<file path="src/hdl/lccs_mul.sv">
// ----------------------------------------------------------------------------
// lccs_mul: shared signed multiplier
// 25x25 signed multiply with a registered 50-bit product.
// ----------------------------------------------------------------------------
module lccs_mul (
	input  logic               clk,
	input  logic signed [24:0] a,
	input  logic signed [24:0] b,
	output logic [49:0]        p
);

	logic signed [49:0] prod_q;

	always_ff @(posedge clk) begin
		prod_q <= a * b;
	end

	assign p = prod_q;

endmodule

</file>
<file path="config.mk">
export PLATFORM = sky130hd
export DESIGN_NAME = lccs_mul
export DESIGN_NICKNAME = d
export VERILOG_FILES = /design/src/hdl/lccs_mul.sv
export SDC_FILE = /design/constraint.sdc
export NUM_CORES = 2
export LEC_CHECK = 0
export BUFFER_PORTS_ARGS = -buffer_cell sky130_fd_sc_hd__buf_2
export CORE_MARGIN = 10
export CORE_UTILIZATION = 60
export CTS_BUF_LIST = sky130_fd_sc_hd__clkbuf_16
export DETAILED_ROUTE_END_ITERATION = 7
export GPL_TIMING_DRIVEN = 0
export PLACE_DENSITY = 0.78
export SLEW_MARGIN = 5
export SYNTH_ARGS = -nofsm -noshare
export SYNTH_HDL_FRONTEND = slang
export SYNTH_SLANG_ARGS = --single-unit
export TNS_END_PERCENT = 10
</file>
<file path="constraint.sdc">
create_clock -name clk -period 9.6 [get_ports clk]
set_clock_uncertainty 0.2 [all_clocks]
set_input_delay 0.48 -clock clk [delete_from_list [all_inputs] [get_ports clk]]
set_output_delay 0.48 -clock clk [all_outputs]
set_load 0.02 [all_outputs]
</file>
==> out/results.tsv <==
metric	value	unit
status	finished, final reports clean	
Slew @ Worst Pin	1.14	ns
WL final	79.3	mm
Post-CTS Hold Buffers	0	
critical path launch point type	input port	
DRC viols	0	
wire per inst	24.8	microns
Final Cycle Share	92.3	%
synth warn	0	
Die H	220	microns
worst min path class	input port to flop	
clock sink total	50	
Die W	220	microns
syn nets	3412	
CTS H-Tree Depth	2	
CTS resizes	0	
Rows	73	
max-slew violation count	0	
Max Freq	113	MHz
vias in the first global route	20100	
initial core utilization	60.6	%
share of cells above drive strength 1	4.38	%
top_reg_cell synth	dfxtp_1	
Via density	5.60	
Post-CTS Setup Repair Bufs	0	
CP Class	input port to flop	
Detailed Place HPWL	66.9	mm
global placer's final weighted congestion	1.06	
CTS buffer count	5	
initial antenna violation count	7	
CTS Root Cell	clkbuf_16	
Distinct cells, synth	48	
largest net degree at the start of global routing	19	
Syn-to-layout area delta	5.50	%
Worst-path clk slew	0.09	ns
Pre-Repair DR Iteration Count	5	
filler instances	3334	
RSZ-0062 raised after global routing	no	
setup TNS	0	ns
Die ar.	48400	sq um
CP required	9.64	ns
synthesized area	24000	sq um
DRT antenna net count	0	
All-Layer GR Usage	34.6	%
Post-Syn Area per Cell	9.38	sq um
Initial DRC Count	1194	
first-pass GRT wire length	121	mm
Final Critical Period	8.86	ns
via count	17900	
clock buffer depth	2	
# nets final	3519	
Placeable Area	39600	sq um
flops & latches, synth	50	
max reg flops	50	
Max Cap Violations	0	
CTS tree	done	
Final setup violation count	0	
synthesized instance count	2562	
Synth async-reset ratio	0	%
Fin. Hold Viols	0	
Ports	101	
relative slew slack	24.0	%
Hold Startpoint	a[0]	
Worst Setup End Kind	flop	
crit-path max FO	10	
grt ovf	0	
input/output buffers	100	
EDFF count, synth	0	
Worst setup startpoint	a[13]	
register area share after synthesis	4.17	%
CP arrival	8.90	ns
==> per-layer routing <==
| metal | global-route usage, % | wire, microns | vias to the layer above |
|---|---|---|---|
| li1 | - | - | 7505 |
| met1 | 40.5 | 28400 | 9248 |
| met2 | 56.4 | 37800 | 875 |
| met3 | 7.34 | 6730 | 287 |
| met4 | 23.6 | 6270 | 6 |
| met5 | 0 | 31 | - |
==> final cells by class <==
class                      count  area [sq um]  share of cell area (%)
buffer                       104           390                    1.54
multi-input combinational   1709         20000                    78.9
timing repair buffer         100           500                    1.97
clock inverter                 3          28.8                   0.114
inverter                     699          2620                    10.4
sequential                    50          1000                    3.95
tap                          525           657                    2.59
clock buffer                   5           125                   0.494
antenna                        4          10.0                  0.0395
==> cells in the final DEF (no fill, tap or decap), drive strengths merged, types with 26 or more instances in the layout <==
cell and instances:
inv 700, buf 100, nand2 308, clkbuf 109, dfxtp 50, nor2 30, fa 658, and2 320
ha 141, o21ai 26, a21oi 44, xnor2 39
==> critical path, cell delays in order <==
cell	delay (ns)
buf_2	0.23
clkbuf_1	0.84
nand2_1	0.21
fa_1	0.58
fa_1	0.60
inv_1	0.08
fa_1	0.48
fa_1	0.59
fa_1	0.50
fa_1	0.51
inv_1	0.05
fa_1	0.48
inv_1	0.05
ha_1	0.45
a21oi_1	0.75
nand2_1	0.11
nor2_1	0.17
o211ai_2	0.21
a21oi_2	0.52
o41ai_2	0.26
a41oi_1	0.42
o21ai_1	0.14
xor2_1	0.16
==> through the flow <==
step           std cells  area, sq um  utilization, %  worst slack [ns]  hold WS (ns)
2_1_floorplan       2562        24000               -              2.30         0.407
3_3_place_gp        3187        25200            63.5             0.501         0.698
3_5_place_dp        3187        25200            63.5             0.476         0.697
4_1_cts             3195        25300            63.9             0.805         0.332
5_1_grt             3195        25300            63.9             0.561         0.338
6_report            3199        25300            63.9             0.742         0.339
==> cells in the mapped netlist, types with 3 or more instances <==
library cell / count / area, sq um
a211oi_1: 3 / 22.5
dfxtp_1: 50 / 1000
inv_1: 699 / 2620
a21o_1: 22 / 165
nand2b_1: 11 / 68.8
fa_1: 658 / 13200
ha_1: 141 / 1760
nand4_1: 8 / 50.1
a211o_1: 3 / 26.3
o21ai_1: 7 / 35.0
nor2b_1: 21 / 131
a21oi_1: 43 / 215
o21a_1: 5 / 37.5
and2_1: 320 / 2000
o21ai_0: 19 / 95.1
xor2_1: 19 / 166
nand3_1: 6 / 30.0
o21bai_1: 7 / 52.6
nor3_1: 6 / 30.0
xnor2_1: 39 / 342
o41ai_1: 3 / 26.3
clkbuf_1: 104 / 390
nand2_1: 308 / 1160
nor2_1: 30 / 113
==> path summary, 6_finish.rpt <==
check,slack (ns),end,cells past startpoint
setup / recovery,0.74,p[48],23
hold / removal,0.34,p[0],2
==> cell families after synthesis <==
kind of cell | after synthesis | synth area share (%)
AO/OA/AOI/OAI | 137 | 3.94
flip-flops | 50 | 4.17
buffers and inverters | 803 | 12.5
XOR/XNOR | 58 | 2.11
adder cells (fa/ha/maj) | 799 | 62.2
multiplexers | 1 | 0.0469
AND/OR/NAND/NOR | 714 | 15.0
Power is left out: the tool's default activity adds up to more than one toggle a clock period on the data nets, which glitch-free logic cannot reach.
