## src/hdl/lccs_ram.sv

```systemverilog
// ----------------------------------------------------------------------------
// lccs_ram: generic simple dual-port RAM
// One write port, one read port with registered read data.
// ----------------------------------------------------------------------------
module lccs_ram #(
	parameter int WIDTH = 8,
	parameter int DEPTH = 16
) (
	input  logic                     clk,
	input  logic                     we,
	input  logic [$clog2(DEPTH)-1:0] waddr,
	input  logic [WIDTH-1:0]         wdata,
	input  logic [$clog2(DEPTH)-1:0] raddr,
	output logic [WIDTH-1:0]         rdata
);

	logic [WIDTH-1:0] mem [DEPTH];

	always_ff @(posedge clk) begin
		if (we) begin
			mem[waddr] <= wdata;
		end
		rdata <= mem[raddr];
	end

endmodule

```

## config.mk

```make
export PLATFORM = sky130hd
export DESIGN_NAME = lccs_ram
export DESIGN_NICKNAME = d
export VERILOG_FILES = /design/src/hdl/lccs_ram.sv
export SDC_FILE = /design/constraint.sdc
export NUM_CORES = 1
export LEC_CHECK = 0
export CORE_MARGIN = 2
export CORE_UTILIZATION = 51
export DETAILED_ROUTE_END_ITERATION = 10
export DONT_BUFFER_PORTS = 1
export PLACE_DENSITY = 0.77
export REMOVE_ABC_BUFFERS = 1
export SYNTH_ARGS = -nofsm -noshare
export SYNTH_HDL_FRONTEND = slang
export SYNTH_SLANG_ARGS = --single-unit
```

## constraint.sdc

```tcl
create_clock -name clk -period 2.1 [get_ports clk]
set_input_delay 0.105 -clock clk [delete_from_list [all_inputs] [get_ports clk]]
set_output_delay 0.105 -clock clk [all_outputs]
set_load 0.02 [all_outputs]
```

==> flow_summary.ini, run 1 <==
[run_status]
status = complete, no violations

[worst_setup_path]
end_kind = register
slowest_delay_ns = 1.24
cp_max_fo = 16
worst-setup-path-type = input pin to register
path_buf_inv = 1
arrival_ns = 2.33
required_ns = 2.49
critPathTopFamily = buffers and inverters
crit_chain = dlygate4sd3_1 -> mux4_1 -> a22oi_1 -> nand2_1
crit_slowest_cell = dlygate4sd3_1
start_kind = input pin

[synthesis]
synthTopCellsByCount = edfxtp_1 (128), mux4_2 (18), a22oi_1 (16)
synth.cell_area_sq_mm = 0.005147
synth_top_area_share_pct = 74.67
synth.distinct_cells = 19
yosysTopAreaCell = edfxtp_1
synth.yosys.seq_area_share_pct = 77.78
synth_edf_count = 128
synthCells = 229
ys_warn_count = 0
avgSynthCellArea_sq_um = 22.48
synthFlopType = edfxtp_1
synthTopCellsByArea = edfxtp_1 (75%), mux4_2 (7.9%), mux4_1 (7.1%), dfxtp_1 (3.1%), a22oi_1 (2.3%)
synth_seq_cells = 136
synthArstFlopShare_pct = 0
yosysMostFrequentCell = edfxtp_1

[place]
place_hpwl_microns = 5676
gp_congestion = 0.7364
preCtsSetupSlack_ns = 0.7093
port_buffers = 0
dpl.cell_count = 363
placed_cell_area_sq_mm = 0.005310

[finish]
fillers = 698
stdcell_area_sq_mm = 0.006026
fin_util_pct = 61.65
final_cell_count_no_fill = 411
areaGrowthSynthToFinish_pct = 17.06
nNetsFinal = 283
diodes = 0
drive_above_1_share_pct = 22.66

[sta]
timing.fmax_ghz = 0.5159
finalMaxSlewViolations = 0
worst_clock_skew_ns = 0.009065
max_slew.worst_pin.slew_ns = 1.059
holdWs_ns = 0.008528
setup_viol = 0
maxSlewHeadroom_pct = 29.19
hold_viol_final = 0
fin_tns_setup_ns = 0
setup_slack_ns = 0.1617
rsz0062_at_grt = no
period_share_pct = 92.30
period_minus_slack_ns = 1.938

[floorplan]
die_w_microns = 104.5
die_area_sq_mm = 0.01091
rows = 36
core-area_sq_mm = 0.009774
die_h_microns = 104.5
initial_core_util_pct = 52.66
ios = 26

[run]
drv_cap = 0

[clocking]
ctsRootBufferMaster = clkbuf_8
clk_pin_slew_ns = 0.06
cts_buffer_depth = 2
post_cts_resized = 0
cts_tree = yes
cts_hold_buffers = 15
numClockSinks = 136
postCtsSetupRepairBufs = 0
clock_latency_ns = 0.51
htreeDepth = 4
cts_buffers = 17

[route]
wl_per_cell_microns = 24.31
drt-vias-per-instance = 5.942
routed_wl_microns = 9990
drc = 0
first_iter_violations = 206
ant_nets = 0
dr_total_vias = 2442
drtPass1Iterations = 4

[global_routing]
track_usage_pct = 19.82
grt_max_degree = 30
grt_pass1_wl_microns = 15040
antenna_found_initial = 0
grt_pass1_vias = 2450
gr-total-overflow = 0

[hold_path]
hp-class = input pin to register

[power]
vdd_drop_max_uv = 613.5
p_leak_nw = 1.990
p_per_area_mw_per_mm2 = 1001
power.total_mw = 6.031
==> worst paths after layout <==
check | to | cells past startpoint | slack [ns] | start
worst min-delay path | rdata[0] | 3 | 0.009 | raddr[0]
worst max register to register | rdata[1] | 4 | 0.34 | mem[5][1]
worst min register to register | rdata[5] | 3 | 0.68 | mem[8][5]
worst max-delay path | rdata[4] | 4 | 0.16 | raddr[0]
==> routing by layer <==
metal  share of wire (%)  up-vias  GRT usage [%]  wire length (microns)
met3                 9.1        8          7.206                    913
met2                  48      126          29.55                   4772
met5                   0        -              0                      0
li1                    -     1049              -                      -
met4                0.68        0          5.502                     68
met1                  42     1259          27.96                   4236
==> kinds of logic after synthesis <==
kind of cell	after synthesis	synth area share, %
flops	136	77.78
simple gates	35	3.184
mux	32	15.02
compound gates	16	2.334
buf+inv	10	1.677
==> cell usage in the layout, fill, tap and decap left out, drive strengths merged <==
| master | n |
|---|---|
| edfxtp | 128 |
| mux4 | 32 |
| clkbuf | 17 |
| a22oi | 16 |
| dlygate4sd3 | 15 |
| nor2 | 13 |
| buf | 12 |
| inv | 10 |
| nand2 | 9 |
| dfxtp | 8 |
| nor3 | 4 |
| clkinvlp | 3 |
| nand3b | 2 |
| nand2b | 2 |
| clkinv | 2 |
| nor2b | 1 |
| and2 | 1 |
| and2b | 1 |
| nand3 | 1 |
| or3b | 1 |
==> power by group <==
group	leakage [nW]	switching (mW)	internal (mW)
Combinational	0.504	0.140	0.112
Clock	0.263	1.21	1.50
Sequential	1.22	0.0413	3.03
==> layout make-up <==
class / count / area, sq um / share of cell area (%)
multi-input combinational: 83 / 1057 / 17.55
sequential: 136 / 4004 / 66.45
timing repair buffer: 27 / 252.7 / 4.194
tap: 133 / 166.4 / 2.762
clock inverter: 15 / 131.4 / 2.180
clock buffer: 17 / 414.1 / 6.873
==> state kept, by name (all words and copies together), names as in the netlist <==
| name | count |
|---|---|
| mem | 128 |
| rdata | 8 |
==> worst register-to-register path: cells and delay by family (launching register included) <==
| family | cells | cell delay (ns) |
|---|---|---|
| compound gates | 1 | 0.15 |
| buf+inv | 1 | 0.57 |
| flops | 1 | 0.36 |
| mux | 1 | 0.49 |
| simple gates | 1 | 0.08 |
(Power assumes the default switching activity.)
==> run 2, diff against run 1 <==
- ABC_AREA: unset -> 1
- SLEW_MARGIN: unset -> 15
==> flow_summary.ini, run 2 <==
[sta]
hold_viol_final = 0
timing.fmax_ghz = 0.4963
worst_clock_skew_ns = 0.01262
fin_tns_setup_ns = 0
period_share_pct = 95.95
setup_viol = 0
finalMaxSlewViolations = 0
setup_slack_ns = 0.08506
period_minus_slack_ns = 2.015
maxSlewHeadroom_pct = 41.61
rsz0062_at_grt = no
max_slew.worst_pin.slew_ns = 0.8727

[global_routing]
grt_pass1_vias = 3657
grt_max_degree = 66
grt_pass1_wl_microns = 19580
track_usage_pct = 23.06
antenna_found_initial = 0
gr-total-overflow = 0

[place]
place_hpwl_microns = 7321
preCtsSetupSlack_ns = 0.7573
port_buffers = 0
gp_congestion = 0.8912
placed_cell_area_sq_mm = 0.005821

[floorplan]
core-area_sq_mm = 0.01094
die_w_microns = 110.3
die_h_microns = 110.3
initial_core_util_pct = 52.73
ios = 26
rows = 38
die_area_sq_mm = 0.01217

[synthesis]
synth.yosys.seq_area_share_pct = 69.43
synthArstFlopShare_pct = 0
ys_warn_count = 0
synth.distinct_cells = 12
synth_top_area_share_pct = 66.65
synthTopCellsByArea = edfxtp_1 (67%), nand2_1 (11%), nand3_1 (8.4%), inv_1 (6.5%), dfxtp_1 (2.8%)
synthCells = 551
synthFlopType = edfxtp_1
yosysMostFrequentCell = nand2_1
synth_seq_cells = 136
synth.cell_area_sq_mm = 0.005767
synth_edf_count = 128
yosysTopAreaCell = edfxtp_1
synthTopCellsByCount = nand2_1 (173), edfxtp_1 (128), inv_1 (100)
avgSynthCellArea_sq_um = 10.47

[worst_setup_path]
critPathMostFrequentCell = nand3_1
crit_cells = 8
worst-setup-path-type = register to register
crit_path_end = rdata[4]
cp_max_fo = 1
start_kind = register
crit_slowest_cell = dlygate4sd3_1
regToRegSetupSlack_ns = 0.09
slowest_delay_ns = 0.56
arrival_ns = 2.32
startpoint = mem[10][4]
rr_startpoint = mem[10][4]
critPathTopFamily = buffers and inverters
reg2reg_depth = 8
required_ns = 2.40
r2r-end = rdata[4]
end_kind = register
crit_chain = inv_1 -> nand2_1 -> nand3_1 -> nand3_1 -> nand3_1 -> dlygate4sd3_1 -> nand2_1 -> dlygate4sd3_1
path_buf_inv = 3

[route]
first_iter_violations = 447
ant_nets = 0
drtPass1Iterations = 7
wl_per_cell_microns = 17.43
dr_total_vias = 3813
drt-vias-per-instance = 5.303
drc = 0
routed_wl_microns = 12530

[clocking]
numClockSinks = 136
cts_tree = yes
htreeDepth = 4
clk_pin_slew_ns = 0.06
cts_buffer_depth = 2
postCtsSetupRepairBufs = 0
clock_latency_ns = 0.42
post_cts_resized = 0
ctsRootBufferMaster = clkbuf_16
cts_buffers = 17

[hold_path]
hold_start = raddr[1]
hp-class = input pin to register

[finish]
nNetsFinal = 584
layout_commonest_cell = nand2_1
diodes = 0
stdcell_area_sq_mm = 0.006571
largest-register = mem
final_cell_mix = nand2_1 (173), edfxtp_1 (128), inv_1 (100)
fin_util_pct = 60.09
fillers = 846
drive_above_1_share_pct = 6.563
largestRegisters = mem (128), rdata (8)
areaGrowthSynthToFinish_pct = 13.95
largest_reg_flops = 128

[power]
power.total_mw = 6.434
vdd_drop_max_uv = 797.1
p_leak_nw = 2.800
p_per_area_mw_per_mm2 = 979.1

[run]
drv_cap = 0

[run_status]
status = complete, no violations
## run 2: cell types whose count changed after synthesis, sizes merged, moves of 16 or more
cell   delta
nand2   +164
a22oi    -16
inv     +102
nand3    +96
buf      +17
mux4     -32
## run 2: per-stage QoR
stage / hold slack [ns] / std cells
6_report: 0.02595 / 719
2_1_floorplan: 0.2039 / 527
4_1_cts: 0.0002682 / 719
5_1_grt: 0.01123 / 719
3_3_place_gp: 0.2048 / 673
3_5_place_dp: 0.2045 / 673
## run 2: how the worst min path moves through the flow
stage,depth (start not counted),endpoint
2_1_floorplan,0,mem[0][0]
3_3_place_gp,0,mem[4][6]
3_5_place_dp,0,mem[4][3]
4_1_cts,4,rdata[2]
5_1_grt,3,rdata[7]
6_report,4,rdata[2]
## run 2: logic make-up (layout without fill, tap and decap cells)
group	after synthesis	after routing	synth area share, %
buffers and inverters	126	154	9.525
flip-flops	136	136	69.43
AND/OR/NAND/NOR	289	289	21.05
## run 2: worst register-to-register path, stage by stage (launching register included)
cell	delay (ns)
edfxtp_1	0.37
inv_1	0.07
nand2_1	0.05
nand3_1	0.09
nand3_1	0.07
nand3_1	0.09
dlygate4sd3_1	0.56
nand2_1	0.04
dlygate4sd3_1	0.56
## run 2: per-layer routing
layer | vias up | track usage (%) | share of wire (%)
li1 | 1806 | - | -
met1 | 1788 | 30.04 | 39
met2 | 190 | 36.11 | 49
met3 | 29 | 6.232 | 9.4
met4 | 0 | 11.07 | 2.8
met5 | - | 0 | 0
## run 2: area by class of cell
cell class | count | area [sq um] | share of cell area (%)
clock buffer | 19 | 432.9 | 6.588
clock inverter | 13 | 177.7 | 2.704
inverter | 102 | 382.9 | 5.826
multi-input combinational | 289 | 1214 | 18.47
sequential | 136 | 4004 | 60.93
tap | 140 | 175.2 | 2.666
timing repair buffer | 20 | 185.2 | 2.818
## run 2: where the power goes
| group | internal [mW] | switching (mW) |
|---|---|---|
| sequential | 3.04 | 0.0407 |
| clock | 1.98 | 1.07 |
| combinational | 0.0952 | 0.213 |
| total | 5.11 | 1.32 |
## run 2: repair_timing
| action | 4_1_cts | 5_1_grt |
|---|---|---|
| hold buffers | 14 | 0 |
| setup endpoints to repair | 0 | 0 |
| hold endpoints to repair | 136 | 0 |
==> run 3, diff against run 2 <==
- PLACE_DENSITY: 0.77 -> 0.8
- clock period: 2.1 -> 1.7 ns (I/O delays scaled with it)
==> flow_summary.ini, run 3 (same netlist as run 2, synthesis figures left out) <==
[power]
p_per_area_mw_per_mm2 = 1141
power.total_mw = 7.446
p_int_mw = 5.723
comb_power_share_pct = 5.2
p_clk_share_pct = 43.7
p_sw_mw = 1.722
p_leak_nw = 2.776
vdd_drop_max_uv = 896.0
switching_share_pct = 23.13
pwr-share-seq_pct = 51.1

[route]
routed_wl_microns = 13320
drc = 0
wl_per_cell_microns = 18.42
first_iter_violations = 387
ant_nets = 0
dr_total_vias = 3993
drt-vias-per-instance = 5.523
drtPass1Iterations = 5

[worst_setup_path]
slowest_delay_ns = 0.93
end_kind = register
start_kind = input pin
regToRegSetupSlack_ns = 0.16
cp_max_fo = 15
arrival_ns = 1.94
crit_slowest_cell = dlygate4sd3_1
worst-setup-path-type = input pin to register
required_ns = 2.00
crit_chain = dlygate4sd3_1 -> nand3_1 -> dlygate4sd3_1 -> nand3_1 -> nand2_1

[finish]
nNetsFinal = 589
largest-register = mem
final_cell_mix = nand2_1 (173), edfxtp_1 (128), inv_1 (100)
areaGrowthSynthToFinish_pct = 13.15
drive_above_1_share_pct = 7.547
largestRegisters = mem (128), rdata (8)
layout_commonest_cell = nand2_1
diodes = 0
stdcell_area_sq_mm = 0.006525
largest_reg_flops = 128

[sta]
timing.fmax_ghz = 0.6102
rsz0062_at_grt = no
period_share_pct = 96.40
fin_tns_setup_ns = 0
max_slew.worst_pin.slew_ns = 0.8008
holdWs_ns = 0.01474
finalMaxSlewViolations = 0
setup_viol = 0
worst_clock_skew_ns = 0.006172
maxSlewHeadroom_pct = 46.44
period_minus_slack_ns = 1.639
hold_viol_final = 0

[clocking]
ctsRootBufferMaster = clkbuf_16
cts_buffer_depth = 2
cts_buffers = 17
post_cts_resized = 0
cts_tree = yes
numClockSinks = 136
htreeDepth = 4
postCtsSetupRepairBufs = 0
clock_latency_ns = 0.41
cts_hold_buffers = 13
clk_pin_slew_ns = 0.06

[global_routing]
grt_max_degree = 66
antenna_found_initial = 0
track_usage_pct = 23.62
grt_pass1_wl_microns = 20460
gr-total-overflow = 0
grt_pass1_vias = 3849

[floorplan]
ios = 26
initial_core_util_pct = 52.73
die_h_microns = 110.3
rows = 38
die_area_sq_mm = 0.01217
core-area_sq_mm = 0.01094
die_w_microns = 110.3

[place]
place_hpwl_microns = 7411
port_buffers = 0
gp_congestion = 0.8423
placed_cell_area_sq_mm = 0.005866

[run]
drv_cap = 0

[hold_path]
hp-class = input pin to register

[run_status]
status = complete, no violations
-- run 3: final timing paths --
check | startpoint | to | depth (start not counted)
hold reg to reg | mem[10][3] | rdata[3] | 6
setup / recovery | raddr[2] | rdata[6] | 5
setup reg to reg | mem[12][6] | rdata[6] | 7
hold / removal | raddr[3] | rdata[4] | 3
-- run 3: cell type report --
| type | instances | area, sq um |
|---|---|---|
| clock inverters | 14 | 103.9 |
| repair buffers | 25 | 220.2 |
| well taps | 140 | 175.2 |
| multi-input cells | 289 | 1214 |
| flip-flops and latches | 136 | 4004 |
| fillers | 828 | 4410 |
| inverters | 102 | 382.9 |
| clock buffers | 17 | 425.4 |
-- run 3: power groups by stage --
stage	combinational [mW]	clock [mW]	sequential, mW
global route	0.424	3.39	3.81
CTS	0.380	3.25	3.81
finish	0.388	3.25	3.81
global placement	0.272	0	3.87
detailed placement	0.279	0	3.88
floorplan	0.202	0	3.86
-- run 3: per-stage QoR --
step | util (%) | setup slack [ns] | instances
5_1_grt | 59.67 | 0.03337 | 723
6_report | 59.67 | 0.06126 | 723
4_1_cts | 59.67 | 0.1571 | 723
3_5_place_dp | 53.64 | 0.4883 | 679
3_3_place_gp | 53.64 | 0.5430 | 679
2_1_floorplan | - | 0.6345 | 527
-- run 3: critical path: cells and delay by family --
kind / cells / cell delay [ns]
buf+inv: 2 / 1.54
simple gates: 3 / 0.31
-- run 3: routing by layer --
layer / wire, microns / GRT usage, %
met1: 5134 / 31.20
met2: 6604 / 38.61
met3: 1230 / 4.997
met4: 346 / 9.196
met5: 0 / 0
